File: src/sv/twlc_pkg.sv
`timescale 1ns / 1ps
`default_nettype none

package twlc_pkg;

	// geometry: 64-byte blocks, 16 words each
	localparam int WPB    = 16;
	localparam int WIDX   = 4;
	localparam int CNT_W  = 5;

	localparam logic [1:0] OP_READ    = 2'd0;
	localparam logic [1:0] OP_WRITE   = 2'd1;
	localparam logic [1:0] OP_RESTART = 2'd2;

	localparam logic [2:0] CFG_MEM_RD = 3'd0;
	localparam logic [2:0] CFG_MEM_WR = 3'd1;
	localparam logic [2:0] CFG_L2_RD  = 3'd2;
	localparam logic [2:0] CFG_L2_WR  = 3'd3;
	localparam logic [2:0] CFG_L1_RD  = 3'd4;
	localparam logic [2:0] CFG_L1_WR  = 3'd5;

	// block mover status toward the sequencer
	typedef struct packed {
		logic            busy;
		logic [WIDX-1:0] rd_idx;
		logic            wr_en;
		logic [WIDX-1:0] wr_idx;
		logic            done;
	} mv_t;

	typedef struct packed {
		logic       v;
		logic       d;
		logic [2:0] tag;
	} l1_way_t;

	typedef struct packed {
		logic             lru;
		l1_way_t [1:0]    w;
	} l1_row_t;

	typedef struct packed {
		logic       v;
		logic       d;
		logic [1:0] tag;
	} l2_way_t;

	typedef struct packed {
		logic             lru;
		l2_way_t [1:0]    w;
	} l2_row_t;

endpackage

`default_nettype wire

File: src/sv/twlc_mover.sv
`timescale 1ns / 1ps
`default_nettype none

module twlc_mover
	import twlc_pkg::*;
(
	input  logic clk,
	input  logic arst_n,
	input  logic start,
	output mv_t  mv
);

	logic             busy_q;
	logic [CNT_W-1:0] cnt_q;
	logic             v_s1;
	logic [WIDX-1:0]  idx_s1;
	logic             rd_go;

	assign rd_go = busy_q && (cnt_q < CNT_W'(WPB));

	always_ff @(posedge clk or negedge arst_n) begin
		if (!arst_n) begin
			busy_q <= 1'b0;
			cnt_q  <= '0;
			v_s1   <= 1'b0;
		end else begin
			v_s1 <= rd_go;
			if (start) begin
				busy_q <= 1'b1;
				cnt_q  <= '0;
			end else if (busy_q) begin
				if (rd_go)
					cnt_q <= cnt_q + CNT_W'(1);
				else if (!v_s1)
					busy_q <= 1'b0;
			end
		end
	end

	always_ff @(posedge clk) begin
		idx_s1 <= cnt_q[WIDX-1:0];
	end

	assign mv.busy   = busy_q;
	assign mv.rd_idx = cnt_q[WIDX-1:0];
	assign mv.wr_en  = v_s1;
	assign mv.wr_idx = idx_s1;
	assign mv.done   = busy_q && !rd_go && !v_s1;

endmodule

`default_nettype wire

File: config.mk
export PLATFORM = sky130hd
export DESIGN_NAME = twlc_mover
export DESIGN_NICKNAME = d
export VERILOG_FILES = /design/src/sv/twlc_pkg.sv /design/src/sv/twlc_mover.sv
export SDC_FILE = /design/constraint.sdc
export NUM_CORES = 1
export LEC_CHECK = 0
export BUFFER_PORTS_ARGS = -buffer_cell sky130_fd_sc_hd__buf_2
export CORE_UTILIZATION = 30
export CTS_BUF_LIST = sky130_fd_sc_hd__clkbuf_4
export DETAILED_ROUTE_END_ITERATION = 8
export GPL_TIMING_DRIVEN = 0
export PLACE_DENSITY = 0.57
export SETUP_SLACK_MARGIN = 0.15
export SLEW_MARGIN = 40
export SYNTH_ARGS = -nofsm -noshare
export SYNTH_HDL_FRONTEND = slang
export SYNTH_SLANG_ARGS = --single-unit
export TNS_END_PERCENT = 20
File: constraint.sdc
create_clock -name clk -period 1.65 [get_ports clk]
set_input_delay 0.0825 -clock clk [delete_from_list [all_inputs] [get_ports clk]]
set_output_delay 0.0825 -clock clk [all_outputs]
set_load 0.005 [all_outputs]
## Yosys cells after proc, flatten, opt, wreduce, memory -nomap -nowiden

Index checks and enable logic that the tools add are counted.
Widths: inputs -> output; s select.

| storage, ports and cells | value |
|---|---|
| word-level logic and storage cells | 21 |
| output and inout bits | 11 |
| bits of input ports | 3 |
| flip-flop bits (word level) | 11 |

| operators by class | value |
|---|---|
| add/sub/neg operators | 1 |
| order comparisons | 1 |
| reductions and logical operators | 8 |
| muxes and demuxes | 7 |

Operators by type and width:

| cell | number |
|---|---|
| $mux 5 | 3 |
| $add 5x1->5 const B | 1 |
| $lt 5x5->1 const B | 1 |
| $mux 1 | 4 |
| $reduce_bool 2->1 | 2 |
| $logic_and 1x1->1 | 3 |
| $logic_not 1->1 | 2 |
| $reduce_and 2->1 | 1 |

## Logic depth before layout (Yosys ltp)

Gate-level depths: netlist of the first run.

| logic depth | value |
|---|---|
| depth after elaboration | 5 |
| gate-level depth with buffers | 4 |
| mapped depth without buffers | 4 |

## Least setup slack after synthesis of the first run

No wires, ideal clock.

| timing path | value |
|---|---|
| path kind | reg-to-reg |
| start point | reg busy_q |
| end point | reg cnt_q[3] |
| required time | 1.525 ns |
| slack | 0.533 ns |
| setup time | 0.125 ns |
| period minus slack after synthesis | 1.117 ns |
| stages on the path, launching flop included | 4 |
| arrival | 0.993 ns |
| path buffers | 0 |
| cells stage by stage | dfrtp_1 and2b_4 nand4_1 mux2_2 |

| between the ends | value |
|---|---|
| cells in the longest elaborated chain, start to end | 3 |
| elaborated cells between the ends (all ways) | 4 |
| classes of those cells | reduce/logical (4) |

Ends and longest elaborated chain:

| what | RTL line | text |
|---|---|---|
| from (decl) | twlc_mover.sv:13 | `logic busy_q;` |
| from (signal assigned) | twlc_mover.sv:23 | `busy_q <= 1'b0;` |
| from (signal assigned) | twlc_mover.sv:29 | `busy_q <= 1'b1;` |
| from (signal assigned) | twlc_mover.sv:35 | `busy_q <= 1'b0;` |
| $logic_and 1x1->1 | twlc_mover.sv:19 | `assign rd_go = busy_q && (cnt_q < CNT_W'(WPB));` |
| named net rd_go | twlc_mover.sv:17 | `logic rd_go;` |
| $reduce_bool 2->1 (no source line) | -- |  |
| $reduce_and 2->1 (no source line) | -- |  |
| to (signal assigned) | twlc_mover.sv:33 | `cnt_q <= cnt_q + CNT_W'(1);` |
| to (decl) | twlc_mover.sv:14 | `logic [CNT_W-1:0] cnt_q;` |

The timed path passes the listed nets, and every way through them passes these cells.
A chain may end at the register's enable or synchronous reset.

## Worst setup path after layout of the first run

| timing path | value |
|---|---|
| start point | reg cnt_q[4] |
| end point | reg cnt_q[3] |

| between the ends | value |
|---|---|
| cells in the longest elaborated chain, start to end | 4 |

Ends and longest elaborated chain:

| what | RTL line |
|---|---|
| $lt 5x5->1 | twlc_mover.sv:19 |
| $logic_and 1x1->1 | twlc_mover.sv:19 |
| named net rd_go | twlc_mover.sv:17 |
| $reduce_bool 2->1 (no source line) | -- |
| $reduce_and 2->1 (no source line) | -- |

The timed path passes the listed nets, and every way through them passes these cells.

==> reports/metrics.json, run 1 <==
{
  "finish": {
    "area_taken_by_multi_input_logic_gates_um2": 129,
    "fin_area_um2": 557,
    "final_common_cell": "sky130_fd_sc_hd__buf_2",
    "layout.area.seq_um2": 255,
    "fraction_of_layout_instances_using_a_drive_strength_above_1_pct": 48.1,
    "area_delta_synth_final_pct": 28.6,
    "most-common-layout-cells": "13 x sky130_fd_sc_hd__buf_2, 7 x sky130_fd_sc_hd__dfrtp_1, 6 x sky130_fd_sc_hd__nor2_1, 6 x sky130_fd_sc_hd__buf_4",
    "n_fill_cell": 133,
    "insertedDiodeCount": 0,
    "design.final.nets": 59,
    "final_core_utilization_pct": 42.3
  },
  "flow_run": {
    "max_cap_violations": 0
  },
  "routing": {
    "m1WireLength_um": 285,
    "route.detailed.vias_per_inst": 4.28,
    "drt-total-wl_um": 619,
    "route.met3.wl_um": 63,
    "detail_route.wl_per_cell_um": 8.97,
    "met2_wirelength_um": 270,
    "drt_first_iter_violations": 2,
    "vias": 295,
    "first_pass_iteration_count_of_the_detailed_router": 2,
    "drt_drc_violations_left": 0,
    "antenna_left": 0,
    "top_layer": "met3"
  },
  "worst_setup_path": {
    "end_kind": "flip-flop",
    "critPathArrivalTime_ns": 1.33,
    "timing.critical_path.from_type": "flip-flop",
    "cp.buffers_inverters": 0,
    "critPathSlowestCell": "sky130_fd_sc_hd__dfrtp_1",
    "timing.critical_path.fanout_max": 4,
    "critical_path_class": "reg -> reg",
    "crit_path_cell_trace": "and2b_4 > nand4_1 > mux2_2",
    "cp.required_ns": 1.79,
    "max_stage_delay_ns": 0.40,
    "worst_path_dominant_cell_family": "flip-flops"
  },
  "placed_design": {
    "place_area_um2": 517,
    "weighted_congestion_reported_at_the_end_of_routability_driven_placement": 0.700,
    "buffer_ports.inserted": 13
  },
  "global_routing": {
    "grt_antenna_before_repair": 0,
    "groute.usage.overall_pct": 10.4,
    "overflow_left_after_global_routing": 0,
    "grt_start_max_net_pins": 8,
    "grt_first_pass_wirelength_mm": 1.01,
    "grt_pass1_vias": 252
  },
  "synthesis": {
    "synth_cells": 36,
    "syn-cell-area_um2": 433,
    "synth-seq-area-share_pct": 59.0,
    "syn_avg_cell_area_um2": 12.0,
    "yosys_register_bits": 11,
    "syn_nets": 40,
    "yosys_warnings": 0,
    "yosysUniqueCellTypes": 17
  },
  "clocking": {
    "clock_insertion_delay_worst_skew_ns": 0.26,
    "h-tree-depth": 1,
    "cts.root.buffer_cell": "sky130_fd_sc_hd__clkbuf_4",
    "clock_sinks": 11,
    "clock_pin_slew_worst_setup_and_hold_paths_ns": 0.06,
    "tritoncts.num_buffers": 3,
    "clock_tree.buffer_depth": 2,
    "cts_tree": "built",
    "post_cts.repair.setup_buffers": 0
  },
  "die": {
    "boundaryPins": 14,
    "dieArea_um2": 1600,
    "fp-row-count": 13,
    "die-height_um": 40.0,
    "initial_core_util_pct": 32.9,
    "core-area_um2": 1320,
    "die_width_um": 40.0
  },
  "sta": {
    "timing.setup.tns_ns": 0,
    "grt_setup_unrepaired": "no",
    "max_clock_freq_mhz": 842,
    "final.min_clock_period_ns": 1.19,
    "max_slew.worst_pin.slew_ns": 0.176,
    "final.period_utilization_pct": 72.0,
    "worst_slew_margin_relative_to_its_limit_pct": 88.2,
    "final-setup-viol-count": 0,
    "drv_slew": 0,
    "fin_worst_skew_ns": 0.00137,
    "timing.final.hold_violations": 0
  },
  "power_and_ir_drop": {
    "p_leak_uw": 0.000297,
    "cellPowerDensity_nw_per_um2": 942,
    "vdd.ir_drop.worst_uv": 522
  },
  "hold_path": {
    "hold_class": "in -> reg"
  },
  "outcome": {
    "status": "complete, no violations"
  }
}
-- through the flow --
stage               worst slack [ns]  power [µW]  hold WS [ns]  instances
finish                         0.462         524        0.0684         69
global route                   0.390         555        0.0858         69
CTS                            0.455         536        0.0652         69
detailed placement             0.466         339       -0.0744         64
global placement               0.464         339       -0.0739         64
floorplan                      0.533         317        -0.213         36
-- sequential cells by signal (all words and copies together), names as in the netlist --
name and cells:
cnt_q 5, busy_q 1, idx_s1 4, v_s1 1
-- cell type report --
type / count / area share [%]
sequential: 11 / 45.8
multi-input combinational: 18 / 23.1
timing repair buffer: 14 / 13.5
buffer: 6 / 8.09
clock buffer: 4 / 5.39
tap: 15 / 3.37
inverter: 1 / 0.674
-- worst paths after layout --
path	cells after the start	from	slack, ns	to
hold reg to reg	0	cnt_q[3]	0.44	idx_s1[3]
setup / recovery	3	cnt_q[4]	0.46	cnt_q[3]
min in group asynchronous	2	arst_n	0.18	v_s1
setup reg to reg	3	cnt_q[4]	0.46	cnt_q[3]
max in group asynchronous	2	arst_n	1.30	cnt_q[3]
hold / removal	2	start	0.07	cnt_q[0]
-- layer usage --
metal / vias to the layer above / track usage, %
met5: - / 0
met4: 0 / 2.59
met3: 0 / 8.33
met2: 11 / 15.3
met1: 135 / 11.5
li1: 149 / -
-- Yosys cell counts, drive strengths merged --
cell | n | area share [%]
xor2 | 1 | 2.0
inv | 1 | 0.87
a41oi | 1 | 2.0
dfrtp | 7 | 40
nand4 | 1 | 1.4
ha | 1 | 2.9
dfxtp | 4 | 18
and2b | 1 | 2.3
xnor2 | 1 | 2.0
a21o | 1 | 2.0
or2b | 1 | 1.7
mux2 | 1 | 2.6
mux2i | 1 | 2.3
nor2b | 1 | 1.4
nand3b | 1 | 1.7
nor2 | 6 | 5.2
buf | 6 | 10
-- report_power, final --
part / total (µW) / internal, µW / leakage, µW / switching [µW]
sequential: 290 / 281 / 0.000118 / 9.35
clock: 189 / 110 / 0.0000184 / 79.5
combinational: 45.0 / 26.2 / 0.000161 / 18.8
-- worst reg2reg max path, cell delays in order (launching register included) --
cell,delay (ns)
sky130_fd_sc_hd__dfrtp_1,0.40
sky130_fd_sc_hd__and2b_4,0.28
sky130_fd_sc_hd__nand4_1,0.10
sky130_fd_sc_hd__mux2_2,0.28
-- cells by family (layout without fill, tap and decap cells) --
| family | count (synthesis) | count (layout) | share of synthesized area (%) |
|---|---|---|---|
| flops | 11 | 11 | 59.0 |
| simple gates | 11 | 11 | 13.9 |
| buf+inv | 7 | 25 | 11.3 |
| compound gates | 2 | 2 | 4.05 |
| xor+xnor | 2 | 2 | 4.05 |
| mux | 2 | 2 | 4.91 |
| fa+ha+maj | 1 | 1 | 2.89 |
-- what timing repair did --
| action | in CTS | in global routing |
|---|---|---|
| gates resized for setup | 0 | 0 |
| hold buffers | 1 | 0 |
| setup endpoints to repair | 0 | 0 |
| hold endpoints to repair | 7 | 0 |
Note: power is estimated with default switching activity, not from simulation.
==> run 2, diff against run 1 <==
- PLACE_DENSITY: 0.57 -> 0.59
- clock period: 1.65 -> 1 ns (I/O delays scaled with it)
==> reports/metrics.json, run 2 (same netlist as run 1, synthesis figures left out) <==
{
  "routing": {
    "antenna_left": 0,
    "detail_route.wl_per_cell_um": 9.73,
    "route.detailed.vias_per_inst": 4.33,
    "top_layer": "met4",
    "route.met3.wl_um": 33,
    "met2_wirelength_um": 319,
    "first_pass_iteration_count_of_the_detailed_router": 3,
    "drt_drc_violations_left": 0,
    "drt-total-wl_um": 730,
    "drt_first_iter_violations": 2,
    "vias": 325,
    "m1WireLength_um": 360
  },
  "global_routing": {
    "grt_first_pass_wirelength_mm": 1.07,
    "grt_pass1_vias": 261,
    "groute.usage.overall_pct": 11.3,
    "overflow_left_after_global_routing": 0,
    "grt_start_max_net_pins": 8,
    "grt_antenna_before_repair": 0
  },
  "clocking": {
    "clock_sinks": 11,
    "clock_pin_slew_worst_setup_and_hold_paths_ns": 0.07,
    "cts_tree": "built",
    "clock_tree.buffer_depth": 2,
    "tritoncts.num_buffers": 3,
    "cts.root.buffer_cell": "sky130_fd_sc_hd__clkbuf_4",
    "clock_insertion_delay_worst_skew_ns": 0.27,
    "h-tree-depth": 1
  },
  "placed_design": {
    "buffer_ports.inserted": 13,
    "detailed_place_hpwl_um": 462,
    "weighted_congestion_reported_at_the_end_of_routability_driven_placement": 0.707,
    "setup_slack_placement_ns": -0.168
  },
  "die": {
    "initial_core_util_pct": 32.9,
    "dieArea_um2": 1600,
    "core-area_um2": 1320,
    "die-height_um": 40.0,
    "die_width_um": 40.0,
    "boundaryPins": 14,
    "fp-row-count": 13
  },
  "sta": {
    "final.min_clock_period_ns": 1.11,
    "drv_slew": 0,
    "timing.setup.tns_ns": -0.487,
    "grt_setup_unrepaired": "yes",
    "final.setup.worst_slack_ns": -0.114,
    "worst_slew_margin_relative_to_its_limit_pct": 89.4,
    "max_slew.worst_pin.slew_ns": 0.157,
    "fin_worst_skew_ns": 0.00130,
    "final.period_utilization_pct": 111,
    "final-setup-viol-count": 8,
    "max_clock_freq_mhz": 898,
    "timing.final.hold_violations": 0
  },
  "worst_setup_path": {
    "worstReg2RegStart": "cnt_q[4]",
    "cp.required_ns": 0.95,
    "crit_path_cell_trace": "or2b_1 > nor2_1 > buf_2",
    "reg2regPathDepth": 3,
    "end_kind": "output pin",
    "r2r_end": "cnt_q[3]",
    "critPathSlowestCell": "sky130_fd_sc_hd__dfrtp_1",
    "worstSetupStartpoint": "v_s1",
    "critical_path_class": "reg -> out",
    "timing.critical_path.from_type": "flip-flop",
    "timing.critical_path.to": "mv[0]",
    "timing.critical_path.fanout_max": 2,
    "setup_slack_reg_to_reg_ns": -0.11,
    "critPathArrivalTime_ns": 1.06,
    "max_stage_delay_ns": 0.38
  },
  "power_and_ir_drop": {
    "p_leak_uw": 0.000328,
    "vdd.ir_drop.worst_uv": 1010,
    "cellPowerDensity_nw_per_um2": 1420
  },
  "hold_path": {
    "hold_class": "in -> reg"
  },
  "flow_run": {
    "max_cap_violations": 0
  },
  "finish": {
    "most-common-layout-cells": "11 x sky130_fd_sc_hd__buf_2, 10 x sky130_fd_sc_hd__buf_4, 6 x sky130_fd_sc_hd__nor2_1, 6 x sky130_fd_sc_hd__dfrtp_1",
    "largest-register": "cnt_q",
    "final_core_utilization_pct": 47.5,
    "final_common_cell": "sky130_fd_sc_hd__buf_2",
    "design.final.nets": 65,
    "largest_reg_flops": 5,
    "top_regs": "cnt_q: 5 flops, idx_s1: 4 flops",
    "insertedDiodeCount": 0,
    "fraction_of_layout_instances_using_a_drive_strength_above_1_pct": 56.7,
    "area_delta_synth_final_pct": 44.5,
    "n_fill_cell": 138
  },
  "outcome": {
    "failed_checks": "negative setup slack",
    "status": "finished, violations left"
  }
}
-- run 2: cell count changes in the layout (fill, tap and decap cells not counted), sizes merged --
cell  change
buf       +6
-- run 2: worst min-delay path by stage --
| stage | start | endpoint | slack (ns) | cells after the start |
|---|---|---|---|---|
| floorplan | arst_n | busy_q | -0.25 | 0 |
| global placement | arst_n | busy_q | -0.11 | 1 |
| finish | start | cnt_q[0] | 0.03 | 2 |
| detailed placement | arst_n | v_s1 | -0.11 | 1 |
| CTS | start | cnt_q[2] | 0.03 | 2 |
| global route | start | cnt_q[2] | 0.05 | 2 |
-- run 2: through the flow --
stage	cell area, µm²	hold slack [ns]	instances	total power, µW
6_report	626	0.0275	75	889
3_5_place_dp	517	-0.107	64	560
5_1_grt	626	0.0539	75	921
4_1_cts	612	0.0323	75	889
2_1_floorplan	433	-0.246	36	523
3_3_place_gp	517	-0.107	64	559
-- run 2: what timing repair did --
item                       CTS  global route
setup endpoints to repair   13            14
cloned                       0             0
pin swaps                    1             0
hold buffers                 1             0
hold endpoints to repair     7             0
setup buffers                6             0
gates resized for setup      3             4
-- run 2: where the power goes --
group / total, µW / internal (µW) / switching [µW]
clock: 328 / 182 / 147
combinational: 79.9 / 48.6 / 31.2
sequential: 480 / 464 / 16.6
total: 889 / 694 / 195
-- run 2: cell type report --
| type | instances | area [µm²] | area share [%] |
|---|---|---|---|
| tap | 15 | 18.8 | 3.00 |
| clock buffer | 4 | 30.0 | 4.80 |
| timing repair buffer | 20 | 136 | 21.8 |
| multi-input combinational | 18 | 131 | 21.0 |
| sequential | 11 | 256 | 41.0 |
| inverter | 1 | 3.75 | 0.600 |
| buffer | 6 | 48.8 | 7.80 |
-- run 2: per-layer routing --
metal	track usage, %	up-vias
li1	-	160
met1	14.1	152
met2	15.3	9
met3	3.33	4
met4	10.3	0
met5	0	-
-- run 2: worst max-delay path, delay by kind of cell, from the launching register on --
kind,cells,cell delay [ns]
flip-flops,1,0.38
AND/OR/NAND/NOR,2,0.31
buffers and inverters,1,0.11
